**src/sv/swhs_pkg.sv**
```systemverilog
// Shared types and constants of the single-wire humidity sensor reader.
// Used by the register block, the protocol engine and the top level.
package swhs_pkg;

    localparam int unsigned DataBits = 40;
    localparam int unsigned BitCntW  = 6;

    localparam logic [2:0] PH_IDLE       = 3'd0;
    localparam logic [2:0] PH_START_LOW  = 3'd1;
    localparam logic [2:0] PH_START_HIGH = 3'd2;
    localparam logic [2:0] PH_RESPONSE   = 3'd3;
    localparam logic [2:0] PH_READ       = 3'd4;

    localparam logic [1:0] REG_POLL_PERIOD = 2'd0;
    localparam logic [1:0] REG_START_LOW   = 2'd1;
    localparam logic [1:0] REG_RESP_THRESH = 2'd2;
    localparam logic [1:0] REG_BIT_THRESH  = 2'd3;

    localparam logic [15:0] POLL_PERIOD_RST = 16'd2000;
    localparam logic [7:0]  START_LOW_RST   = 8'd18;
    localparam logic [15:0] RESP_THRESH_RST = 16'd100;
    localparam logic [15:0] BIT_THRESH_RST  = 16'd100;

    localparam logic [BitCntW-1:0] LAST_BIT_CNT = BitCntW'(DataBits);

    typedef struct packed {
        logic [15:0] poll_period_ms;
        logic [7:0]  low_hold_ms;
        logic [15:0] response_threshold;
        logic [15:0] bit_threshold;
    } swhs_cfg_t;

    typedef struct packed {
        logic                drive_line_low;
        logic [2:0]          phase;
        logic                reading_valid;
        logic [DataBits-1:0] data;
        logic                checksum_ok;
    } swhs_result_t;

endpackage

```
**src/sv/single_wire_humidity_sensor_reader_core.sv**
```systemverilog
// Top level of the single-wire humidity sensor reader.
// Depends on swhs_pkg, swhs_cfg_regs and swhs_proto.

// Takes one word (a millisecond tick or a line edge) per clock and returns one
// result word per input word, in the cycle after acceptance, from an output
// register. The whole state update for a word is combinational logic in the
// protocol engine, so one word per cycle is sustained while m_ready stays high;
// s_ready drops only while a result waits and m_ready is low. Configure through
// the APB port (poll period at 0x0, start low at 0x4, response threshold at
// 0x8, bit threshold at 0xC) only while no word is in flight. There is no
// timeout: without a sensor answer the block waits in its phase.
module single_wire_humidity_sensor_reader_core (
    input  logic        aclk,
    input  logic        aresetn,
    input  logic        psel,
    input  logic        penable,
    input  logic        pwrite,
    input  logic [3:0]  paddr,
    input  logic [31:0] pwdata,
    output logic [31:0] prdata,
    output logic        pready,
    input  logic        s_valid,
    output logic        s_ready,
    input  logic        s_action,
    input  logic        s_line_level,
    input  logic [15:0] s_high_count,
    output logic        m_valid,
    input  logic        m_ready,
    output logic        m_drive_line_low,
    output logic [2:0]  m_phase,
    output logic        m_reading_valid,
    output logic [7:0]  m_humidity_int,
    output logic [7:0]  m_humidity_dec,
    output logic [7:0]  m_temperature_int,
    output logic [7:0]  m_temperature_dec,
    output logic [7:0]  m_checksum_byte,
    output logic        m_checksum_ok
);
    import swhs_pkg::*;

    swhs_cfg_t    cfg;
    swhs_result_t result;
    swhs_result_t out_reg;
    logic         out_valid_reg;
    logic         word_en;

    assign s_ready = !out_valid_reg || m_ready;
    assign word_en = s_valid && s_ready;

    swhs_cfg_regs u_cfg (
        .aclk    (aclk),
        .aresetn (aresetn),
        .psel    (psel),
        .penable (penable),
        .pwrite  (pwrite),
        .paddr   (paddr),
        .pwdata  (pwdata),
        .prdata  (prdata),
        .pready  (pready),
        .cfg     (cfg)
    );

    swhs_proto u_proto (
        .aclk       (aclk),
        .aresetn    (aresetn),
        .cfg        (cfg),
        .word_en    (word_en),
        .action     (s_action),
        .line_level (s_line_level),
        .high_count (s_high_count),
        .result     (result)
    );

    always_ff @(posedge aclk) begin
        if (!aresetn) begin
            out_valid_reg <= 1'b0;
        end else if (word_en) begin
            out_valid_reg <= 1'b1;
        end else if (m_ready) begin
            out_valid_reg <= 1'b0;
        end
    end

    // hold the result until it is taken
    always_ff @(posedge aclk) begin
        if (word_en) begin
            out_reg <= result;
        end
    end

    assign m_valid           = out_valid_reg;
    assign m_drive_line_low  = out_reg.drive_line_low;
    assign m_phase           = out_reg.phase;
    assign m_reading_valid   = out_reg.reading_valid;
    assign m_humidity_int    = out_reg.data[39:32];
    assign m_humidity_dec    = out_reg.data[31:24];
    assign m_temperature_int = out_reg.data[23:16];
    assign m_temperature_dec = out_reg.data[15:8];
    assign m_checksum_byte   = out_reg.data[7:0];
    assign m_checksum_ok     = out_reg.checksum_ok;

`ifndef ASSERT_OFF
    a_valid_reading_idle: assert property (@(posedge aclk) disable iff (!aresetn)
        m_valid && m_reading_valid |-> m_phase == PH_IDLE)
        else $error("reading flagged outside idle phase");

    a_drive_matches_phase: assert property (@(posedge aclk) disable iff (!aresetn)
        m_valid |-> m_drive_line_low == (m_phase == PH_START_LOW))
        else $error("line drive disagrees with phase");

    a_accept_fills_output: assert property (@(posedge aclk) disable iff (!aresetn)
        s_valid && s_ready |=> m_valid)
        else $error("accepted word produced no result");

    a_ready_when_empty: assert property (@(posedge aclk) disable iff (!aresetn)
        !m_valid |-> s_ready)
        else $error("input stalled with empty output register");
`endif

endmodule

```
**src/sv/swhs_cfg_regs.sv**
```systemverilog
// APB-style configuration registers of the humidity sensor reader.
// Depends on swhs_pkg for register indexes, reset values and the config struct.
module swhs_cfg_regs (
    input  logic                  aclk,
    input  logic                  aresetn,
    input  logic                  psel,
    input  logic                  penable,
    input  logic                  pwrite,
    input  logic [3:0]            paddr,
    input  logic [31:0]           pwdata,
    output logic [31:0]           prdata,
    output logic                  pready,
    output swhs_pkg::swhs_cfg_t   cfg
);
    import swhs_pkg::*;

    swhs_cfg_t  cfg_reg;
    logic [1:0] reg_idx;
    logic       wr_en;

    assign reg_idx = paddr[3:2];
    assign wr_en   = psel && penable && pwrite;
    assign pready  = 1'b1;
    assign cfg     = cfg_reg;

    always_ff @(posedge aclk) begin
        if (!aresetn) begin
            cfg_reg.poll_period_ms     <= POLL_PERIOD_RST;
            cfg_reg.low_hold_ms        <= START_LOW_RST;
            cfg_reg.response_threshold <= RESP_THRESH_RST;
            cfg_reg.bit_threshold      <= BIT_THRESH_RST;
        end else if (wr_en) begin
            case (reg_idx)
                REG_POLL_PERIOD: cfg_reg.poll_period_ms     <= pwdata[15:0];
                REG_START_LOW:   cfg_reg.low_hold_ms        <= pwdata[7:0];
                REG_RESP_THRESH: cfg_reg.response_threshold <= pwdata[15:0];
                REG_BIT_THRESH:  cfg_reg.bit_threshold      <= pwdata[15:0];
                default: ;
            endcase
        end
    end

    always_comb begin
        case (reg_idx)
            REG_POLL_PERIOD: prdata = {16'd0, cfg_reg.poll_period_ms};
            REG_START_LOW:   prdata = {24'd0, cfg_reg.low_hold_ms};
            REG_RESP_THRESH: prdata = {16'd0, cfg_reg.response_threshold};
            REG_BIT_THRESH:  prdata = {16'd0, cfg_reg.bit_threshold};
            default:         prdata = 32'd0;
        endcase
    end

endmodule

```
**src/sv/swhs_proto.sv**
```systemverilog
// Protocol engine: poll timer, start pulse, response and 40-bit data capture.
// Depends on swhs_pkg; updates its state on every accepted word.
module swhs_proto (
    input  logic                   aclk,
    input  logic                   aresetn,
    input  swhs_pkg::swhs_cfg_t    cfg,
    input  logic                   word_en,
    input  logic                   action,
    input  logic                   line_level,
    input  logic [15:0]            high_count,
    output swhs_pkg::swhs_result_t result
);
    import swhs_pkg::*;

    logic [15:0]         poll_reg,  poll_next;
    logic [7:0]          start_reg, start_next;
    logic [2:0]          phase_reg, phase_next;
    logic [BitCntW-1:0]  bitcnt_reg, bitcnt_next;
    logic [DataBits-1:0] data_reg,  data_next;
    logic                valid_next;

    logic [16:0]         poll_inc;
    logic [8:0]          start_inc;
    logic                expired;
    logic [7:0]          sum8;

    assign poll_inc  = {1'b0, poll_reg} + 17'd1;
    assign start_inc = {1'b0, start_reg} + 9'd1;
    assign expired   = poll_inc >= {1'b0, cfg.poll_period_ms};

    always_comb begin
        poll_next   = poll_reg;
        start_next  = start_reg;
        phase_next  = phase_reg;
        bitcnt_next = bitcnt_reg;
        data_next   = data_reg;
        valid_next  = 1'b0;
        if (!action) begin
            poll_next = expired ? 16'd0 : poll_inc[15:0];
            // start-low count goes first, then the poll expiry
            if (phase_reg == PH_START_LOW) begin
                start_next = start_inc[7:0];
                if (start_inc >= {1'b0, cfg.low_hold_ms}) begin
                    phase_next = PH_START_HIGH;
                end
            end
            if (expired && phase_reg == PH_IDLE) begin
                data_next   = '0;
                bitcnt_next = '0;
                start_next  = 8'd0;
                phase_next  = PH_START_LOW;
            end
        end else if (!line_level) begin
            case (phase_reg)
                PH_START_HIGH: phase_next = PH_RESPONSE;
                PH_RESPONSE: begin
                    if (high_count > cfg.response_threshold) begin
                        phase_next  = PH_READ;
                        bitcnt_next = '0;
                    end
                end
                PH_READ: begin
                    data_next   = {data_reg[DataBits-2:0],
                                   high_count > cfg.bit_threshold};
                    bitcnt_next = bitcnt_reg + BitCntW'(1);
                    if (bitcnt_next >= LAST_BIT_CNT) begin
                        phase_next = PH_IDLE;
                        valid_next = 1'b1;
                    end
                end
                default: ;
            endcase
        end
    end

    always_ff @(posedge aclk) begin
        if (!aresetn) begin
            poll_reg   <= 16'd0;
            start_reg  <= 8'd0;
            phase_reg  <= PH_IDLE;
            bitcnt_reg <= '0;
            data_reg   <= '0;
        end else if (word_en) begin
            poll_reg   <= poll_next;
            start_reg  <= start_next;
            phase_reg  <= phase_next;
            bitcnt_reg <= bitcnt_next;
            data_reg   <= data_next;
        end
    end

    assign sum8 = data_next[39:32] + data_next[31:24] + data_next[23:16] + data_next[15:8];

    assign result.drive_line_low = (phase_next == PH_START_LOW);
    assign result.phase          = phase_next;
    assign result.reading_valid  = valid_next;
    assign result.data           = data_next;
    assign result.checksum_ok    = (sum8 == data_next[7:0]);

endmodule

```
**config.mk**
```make
export PLATFORM = sky130hd
export DESIGN_NAME = single_wire_humidity_sensor_reader_core
export DESIGN_NICKNAME = d
export VERILOG_FILES = /design/src/sv/swhs_pkg.sv /design/src/sv/single_wire_humidity_sensor_reader_core.sv /design/src/sv/swhs_cfg_regs.sv /design/src/sv/swhs_proto.sv
export SDC_FILE = /design/constraint.sdc
export NUM_CORES = 1
export LEC_CHECK = 0
export BUFFER_PORTS_ARGS = -buffer_cell sky130_fd_sc_hd__buf_4
export CORE_UTILIZATION = 53
export DETAILED_ROUTE_END_ITERATION = 12
export PLACE_DENSITY = 0.79
export SLEW_MARGIN = 20
export SYNTH_ARGS = -nofsm -noshare
export SYNTH_HDL_FRONTEND = slang
export SYNTH_SLANG_ARGS = --single-unit
```
**constraint.sdc**
```tcl
create_clock -name aclk -period 5.8 [get_ports aclk]
set_clock_uncertainty 0.05 [all_clocks]
set_input_delay 0.29 -clock aclk [delete_from_list [all_inputs] [get_ports aclk]]
set_output_delay 0.29 -clock aclk [all_outputs]
set_load 0.1 [all_outputs]
```
==> impl_metrics.csv, run 1 <==
group,metric,value,unit
outcome,violations,"setup timing",
synth,netlist_instances,1200,
synth,syn-mean-instance-area,8.52,µm²
floorplan,fp-row-count,50,
clocking,cts_hold_buf,0,
synth,ys_ff_latch,176,
worst_setup_path,start_kind,"flop",
synth,seq_area_frac_synth,0.390,
sta,final-hold-violation-count,0,
global_route,antenna_found_initial,0,
sta,min_period_over_period,1.08,
power_and_ir_drop,ir_drop,0.000226,V
clocking,h-tree-depth,4,
sta,fmax,0.160,GHz
power_and_ir_drop,power.density,248,mW/mm²
route,wl_per_cell,16.0,µm
worst_setup_path,cp.required,6.00,ns
route,drtAntennaViolNets,0,
worst_setup_path,reg2regPathDepth,27,
floorplan,die_h,141,µm
route,avgViaCountPerCell,5.65,
worst_setup_path,crit_start,"u_proto.poll_reg[1]$_SDFFE_PN0P_",
route,drt-pass1-iter-count,7,
clocking,cts_tree,"built",
finish,nFillCells,1549,
synth,netlist_area,0.0102,mm²
min_path,hold_path.class,"input pin to flop",
clocking,clock_sinks,176,
finish,antennaDiodeCount,0,
global_route,grt_overflow_total,0,
floorplan,ios,142,
synth,synth-edff-count,46,
finish,largest_reg_flops,56,
placement,io_buffers,106,
finish,finalNonFillerCells,1620,
worst_setup_path,endpoint_kind,"flop",
route,drtIter0Drc,662,
clocking,clk_pin_slew,0.07,ns
sta,fin_crit,6.26,ns
synth,ys_types,72,
floorplan,core,0.0188,mm²
placement,dp_hpwl,18.6,mm
route,wl,26.0,mm
global_route,grt_pass1_vias,8710,
worst_setup_path,reg2reg_from,"u_proto.poll_reg[1]$_SDFFE_PN0P_",
clocking,clockRootBuffer,"clkbuf_16",
sta,relSlewSlack,0.306,
route,num_vias,9160,
worst_setup_path,path_class,"flop to flop",
synth,async_flop_share,0,
global_route,grt_max_degree,92,
sta,setup_violations,1,
placement,gp_congestion,0.948,
finish,drive_above_1_share,0.209,
finish,area_growth,21.2,%
sta,drv_slew,0,
clocking,cts_inserted_buffers,17,
outcome,outcome,"finished, violations left",
sta,worst_slack,-0.461,ns
floorplan,die_w,141,µm
finish,fin_nets,1489,
worst_setup_path,endpoint,"m_checksum_ok$_DFFE_PP_",
sta,finalSetupTns,-0.461,ns
global_route,track_usage,0.267,
worst_setup_path,cp_max_fo,15,
synth,yosys_warnings,0,
worst_setup_path,cp.arrival,6.46,ns
route,drc,0,
floorplan,initial_core_util,0.543,
global_route,grt_first_pass_wirelength,41.9,mm
placement,dp_cells,1586,
sta,tightest_slew,1.04,ns
flow_run,cap_violations,0,
clocking,clock_latency,0.43,ns
placement,dpl_worst_slack,-0.340,ns
worst_setup_path,r2r_setup_slack,-0.46,ns
worst_setup_path,r2r_end,"m_checksum_ok$_DFFE_PP_",
sta,grt_setup_unrepaired,"true",
floorplan,die_area,0.0199,mm²
power_and_ir_drop,total_leakage_power,0.00523,µW
clocking,cts_buffer_depth,2,
synth,ys.flop_type,"dfxtp_1",
## cells by family after synthesis
logic type | share of synthesized area
AND/OR/NAND/NOR | 0.188
AO/OA/AOI/OAI | 0.167
buffers and inverters | 0.0738
flip-flops | 0.390
adder cells (fa/ha/maj) | 0.109
XOR/XNOR | 0.0313
multiplexers | 0.0402
other | 0.000734
## cell type report
| type | count | area [µm²] | area share |
|---|---|---|---|
| multi-input combinational | 861 | 5700 | 0.460 |
| clock inverter | 12 | 109 | 0.00878 |
| tap | 260 | 325 | 0.0262 |
| clock buffer | 20 | 448 | 0.0361 |
| sequential | 176 | 3990 | 0.322 |
| inverter | 103 | 389 | 0.0314 |
| timing repair buffer | 188 | 1440 | 0.116 |
## worst min-delay path by stage
stage                                            from                                end  depth (start not counted)
floorplan                                     s_valid               m_valid$_SDFFE_PN0P_                          2
global placement    u_proto.poll_reg[15]$_SDFFE_PN0P_  u_proto.poll_reg[15]$_SDFFE_PN0P_                          2
detailed placement         u_cfg.cfg[31]$_SDFFE_PN0P_         u_cfg.cfg[31]$_SDFFE_PN0P_                          2
CTS                                           s_valid               m_valid$_SDFFE_PN0P_                          3
global route                                  s_valid               m_valid$_SDFFE_PN0P_                          3
finish                                        s_valid               m_valid$_SDFFE_PN0P_                          3
## stage by stage
stage / instance area (µm²) / power [µW] / util / hold WS, ns
after detailed placement: 11700 / 1980 / 0.624 / 0.398
after global placement: 11700 / 1970 / 0.624 / 0.389
after CTS: 12400 / 3080 / 0.657 / 0.0468
final: 12400 / 3070 / 0.658 / 0.0627
after floorplan: 10400 / 1810 / - / 0.369
after global routing: 12400 / 3170 / 0.658 / 0.0708
## where the power goes
part | switching (µW) | leakage [µW] | internal (µW) | total (µW)
logic | 449 | 0.00344 | 193 | 642
clock network | 498 | 0.000279 | 608 | 1110
registers | 22.3 | 0.00152 | 1300 | 1320
## synthesized netlist by cell type, drive strengths merged (5+ instances only)
cell      n  share of area
a21o      6         0.0044
a31oi    11         0.0067
clkbuf   44          0.016
or3      11         0.0067
mux4      8          0.018
a22o      8         0.0069
a22oi     8         0.0059
fa       14          0.027
nand4    12         0.0088
o211ai   16          0.012
nand3b    6         0.0044
nor2    122          0.045
nor2b     8         0.0049
and3     10         0.0061
nand2   192          0.070
inv     103          0.038
nand2b    5         0.0038
nand3    26          0.013
xor2     14          0.012
dfxtp   130           0.25
nor3     22          0.011
a21oi    88          0.043
edfxtp   46           0.14
o21a      5         0.0037
mux2i    22          0.022
ha       67          0.082
xnor2    20          0.017
buf      31          0.020
a211oi   21          0.015
or2       8         0.0049
o21ai    71          0.037
## critical path: stages, from the launching register on
cell and delay, ns:
dfxtp_2 0.36, and3_4 0.21, nand3_4 0.09, nor2_4 0.09, nand2_1 0.09, nor2_1 0.12
xor2_1 0.23, ha_1 0.31, a21oi_2 0.18, nand2_2 0.10, a221oi_4 0.31, nor2_2 0.07
or2_4 0.25, buf_12 0.16, o21ai_4 0.16, inv_2 0.06, fa_1 0.54, inv_1 0.05
fa_1 0.48, ha_1 0.30, a211o_1 0.33, a2111oi_1 0.44, nand4b_1 0.26, xnor2_1 0.10
o32a_1 0.29, o21ai_1 0.16, o21ai_2 0.10, nor4_2 0.17
## placed cells by master (no fill, tap or decap), types with 6 or more instances in the layout
master	Yosys	layout
a211oi_1	21	21
a21o_1	6	6
a21oi_1	88	86
a22o_1	8	8
a22oi_1	8	8
a31oi_1	11	11
and3_1	10	8
buf_4	19	186
clkbuf_16	0	17
conb_1	2	17
dfxtp_1	130	127
edfxtp_1	46	46
fa_1	14	13
ha_1	67	66
inv_1	103	98
mux2i_1	22	22
mux4_2	8	8
nand2_1	192	191
nand3_1	25	23
nand3b_1	6	6
nand4_1	11	11
nor2_1	121	116
nor2b_1	8	8
nor3_1	22	21
o211ai_1	16	16
o21ai_0	57	55
o21ai_1	8	6
o21ai_2	6	8
or2_2	6	6
or3_1	11	10
xnor2_1	20	19
xor2_1	14	13
## timing repair
action | 4_1_cts | 5_1_grt
setup endpoints to repair | 1 | 1
gates resized for setup | 13 | 5
pin swaps | 8 | 1
gates cloned | 0 | 0
setup buffers | 2 | 0
## metal layers
layer,wire length (µm),track usage
met1,10600,0.330
met2,12800,0.455
met3,1570,0.0425
met4,905,0.128
met5,0,0
(Power assumes the default switching activity.)
==> inputs of run 2 (changes only) <==
- GPL_TIMING_DRIVEN: not set -> 0
==> run 2 against run 1 <==
Net effect: the flow still finishes with violations (setup timing); design area up 0.26%; count of clock-buffer cells in the layout down 2; sequential share of layout area down 0.064 points; die area unchanged; largest power group unchanged.
==> impl_metrics.csv, run 2 (synthesis results as in run 1) <==
group,metric,value,unit
clocking,clock_sinks,176,
clocking,cts_tree,"built",
worst_setup_path,max_stage_delay,0.54,ns
global_route,grt_pass1_vias,8936,
finish,drive_above_1_share,0.192,
floorplan,ios,142,
outcome,violations,"setup timing",
route,drt-pass1-iter-count,5,
route,drtIter0Drc,892,
route,wl_per_cell,17.5,µm
floorplan,die_w,141,µm
route,drc,0,
worst_setup_path,critPathMostFrequentCell,"nor2_4",
clocking,h-tree-depth,4,
placement,io_buffers,106,
sta,fin_crit,6.32,ns
global_route,grt_overflow_total,0,
route,num_vias,9403,
route,avgViaCountPerCell,5.76,
worst_setup_path,start_kind,"flop",
worst_setup_path,endpoint_kind,"flop",
worst_setup_path,cp_max_fo,10,
sta,fmax,0.158,GHz
clocking,cts_inserted_buffers,17,
finish,finalNonFillerCells,1633,
worst_setup_path,path_class,"flop to flop",
placement,gp_congestion,1.02,
outcome,outcome,"finished, violations left",
sta,worst_slack,-0.518,ns
min_path,hold_path.class,"input pin to flop",
finish,final_cell_mix,"nand2_1, buf_4, dfxtp_1",
global_route,grt_max_degree,56,
power_and_ir_drop,power.density,252,mW/mm²
floorplan,fp-row-count,50,
sta,final-hold-violation-count,0,
sta,grt_setup_unrepaired,"true",
sta,setup_violations,1,
clocking,clock_latency,0.44,ns
floorplan,initial_core_util,0.543,
finish,largest_reg_flops,56,
clocking,clk_pin_slew,0.07,ns
route,wl,28.6,mm
floorplan,die_h,141,µm
finish,antennaDiodeCount,0,
global_route,antenna_found_initial,0,
clocking,cts_buffer_depth,2,
sta,min_period_over_period,1.09,
sta,relSlewSlack,0.351,
power_and_ir_drop,ir_drop,0.000235,V
route,drtAntennaViolNets,0,
finish,final_common_cell,"nand2_1",
flow_run,cap_violations,0,
placement,dp_cells,1581,
clocking,clockRootBuffer,"clkbuf_16",
finish,fin_nets,1502,
worst_setup_path,slowest_stage,"fa_1",
sta,tightest_slew,0.970,ns
clocking,cts_hold_buf,0,
floorplan,die_area,0.0199,mm²
worst_setup_path,cp.arrival,6.53,ns
global_route,track_usage,0.292,
power_and_ir_drop,total_leakage_power,0.00514,µW
global_route,grt_first_pass_wirelength,45.4,mm
sta,drv_slew,0,
finish,area_growth,21.5,%
floorplan,core,0.0188,mm²
power_and_ir_drop,total_power,3130,µW
worst_setup_path,cp.required,6.02,ns
placement,dp_hpwl,20.8,mm
placement,dpl_worst_slack,-0.785,ns
finish,final_core_util,0.660,
worst_setup_path,r2r_setup_slack,-0.52,ns
==> run 2: cell count changes in the layout (fill, tap and decap cells not counted), sizes merged <==
cell	before	now
bufinv	1	2
clkinv	7	4
inv	106	107
clkbuf	20	64
buf	188	155
clkinvlp	1	4
==> run 2: power breakdown <==
group          switching, µW  leakage [µW]  total, µW  internal [µW]
combinational            461       0.00335        647            186
sequential              23.2       0.00152       1320           1300
clock                    519      0.000275       1160            641
total                   1000       0.00514       3130           2130
==> run 2: per-stage QoR <==
stage / cell area (µm²) / setup TNS, ns / hold WS, ns
finish: 12400 / -0.518 / 0.0650
global route: 12400 / -0.699 / 0.0665
CTS: 12300 / -0.401 / 0.0607
detailed placement: 11500 / -0.785 / 0.397
global placement: 11500 / -0.730 / 0.391
floorplan: 10400 / 0 / 0.369
==> run 2: cell type report <==
cell class	count	area, µm²
multi-input combinational	861	5810
timing repair buffer	126	946
inverter	103	387
buffer	75	388
clock buffer	18	429
clock inverter	14	155
fill	1513	6400
tap	260	325
sequential	176	3990
==> run 2: repair_timing <==
action                                  4_1_cts  5_1_grt
endpoints found under the setup margin        1        1
pin swaps                                    21       12
resized for setup                            29       22
setup buffers                                13        7
cloned                                        0        0
==> run 2: worst max-delay path: cells and delay by family (launching register included) <==
| kind | cells | cell delay (ns) |
|---|---|---|
| AOI/OAI and AO/OA | 9 | 1.82 |
| adders and majority gates | 4 | 1.59 |
| and+or+nand+nor | 10 | 1.50 |
| DFF | 1 | 0.38 |
| buffers and inverters | 5 | 0.57 |
| xor gates and xnor gates | 1 | 0.21 |
==> run 2: routing by layer <==
metal / global-route usage / vias to the layer above / routed length, µm
li1: - / 4417 / -
met1: 0.356 / 4470 / 11500
met2: 0.500 / 426 / 14100
met3: 0.0455 / 90 / 1850
met4: 0.149 / 0 / 1130
met5: 0 / - / 0
==> run 2: final timing paths <==
kind	to	cells past startpoint	from
worst min register to register	u_cfg.cfg[27]$_SDFFE_PN0P_	2	u_cfg.cfg[27]$_SDFFE_PN0P_
worst min-delay path	u_cfg.cfg[18]$_SDFFE_PN1P_	3	pwdata[2]
worst max register to register	m_checksum_ok$_DFFE_PP_	29	u_proto.poll_reg[2]$_SDFFE_PN0P_
worst max-delay path	m_checksum_ok$_DFFE_PP_	29	u_proto.poll_reg[2]$_SDFFE_PN0P_
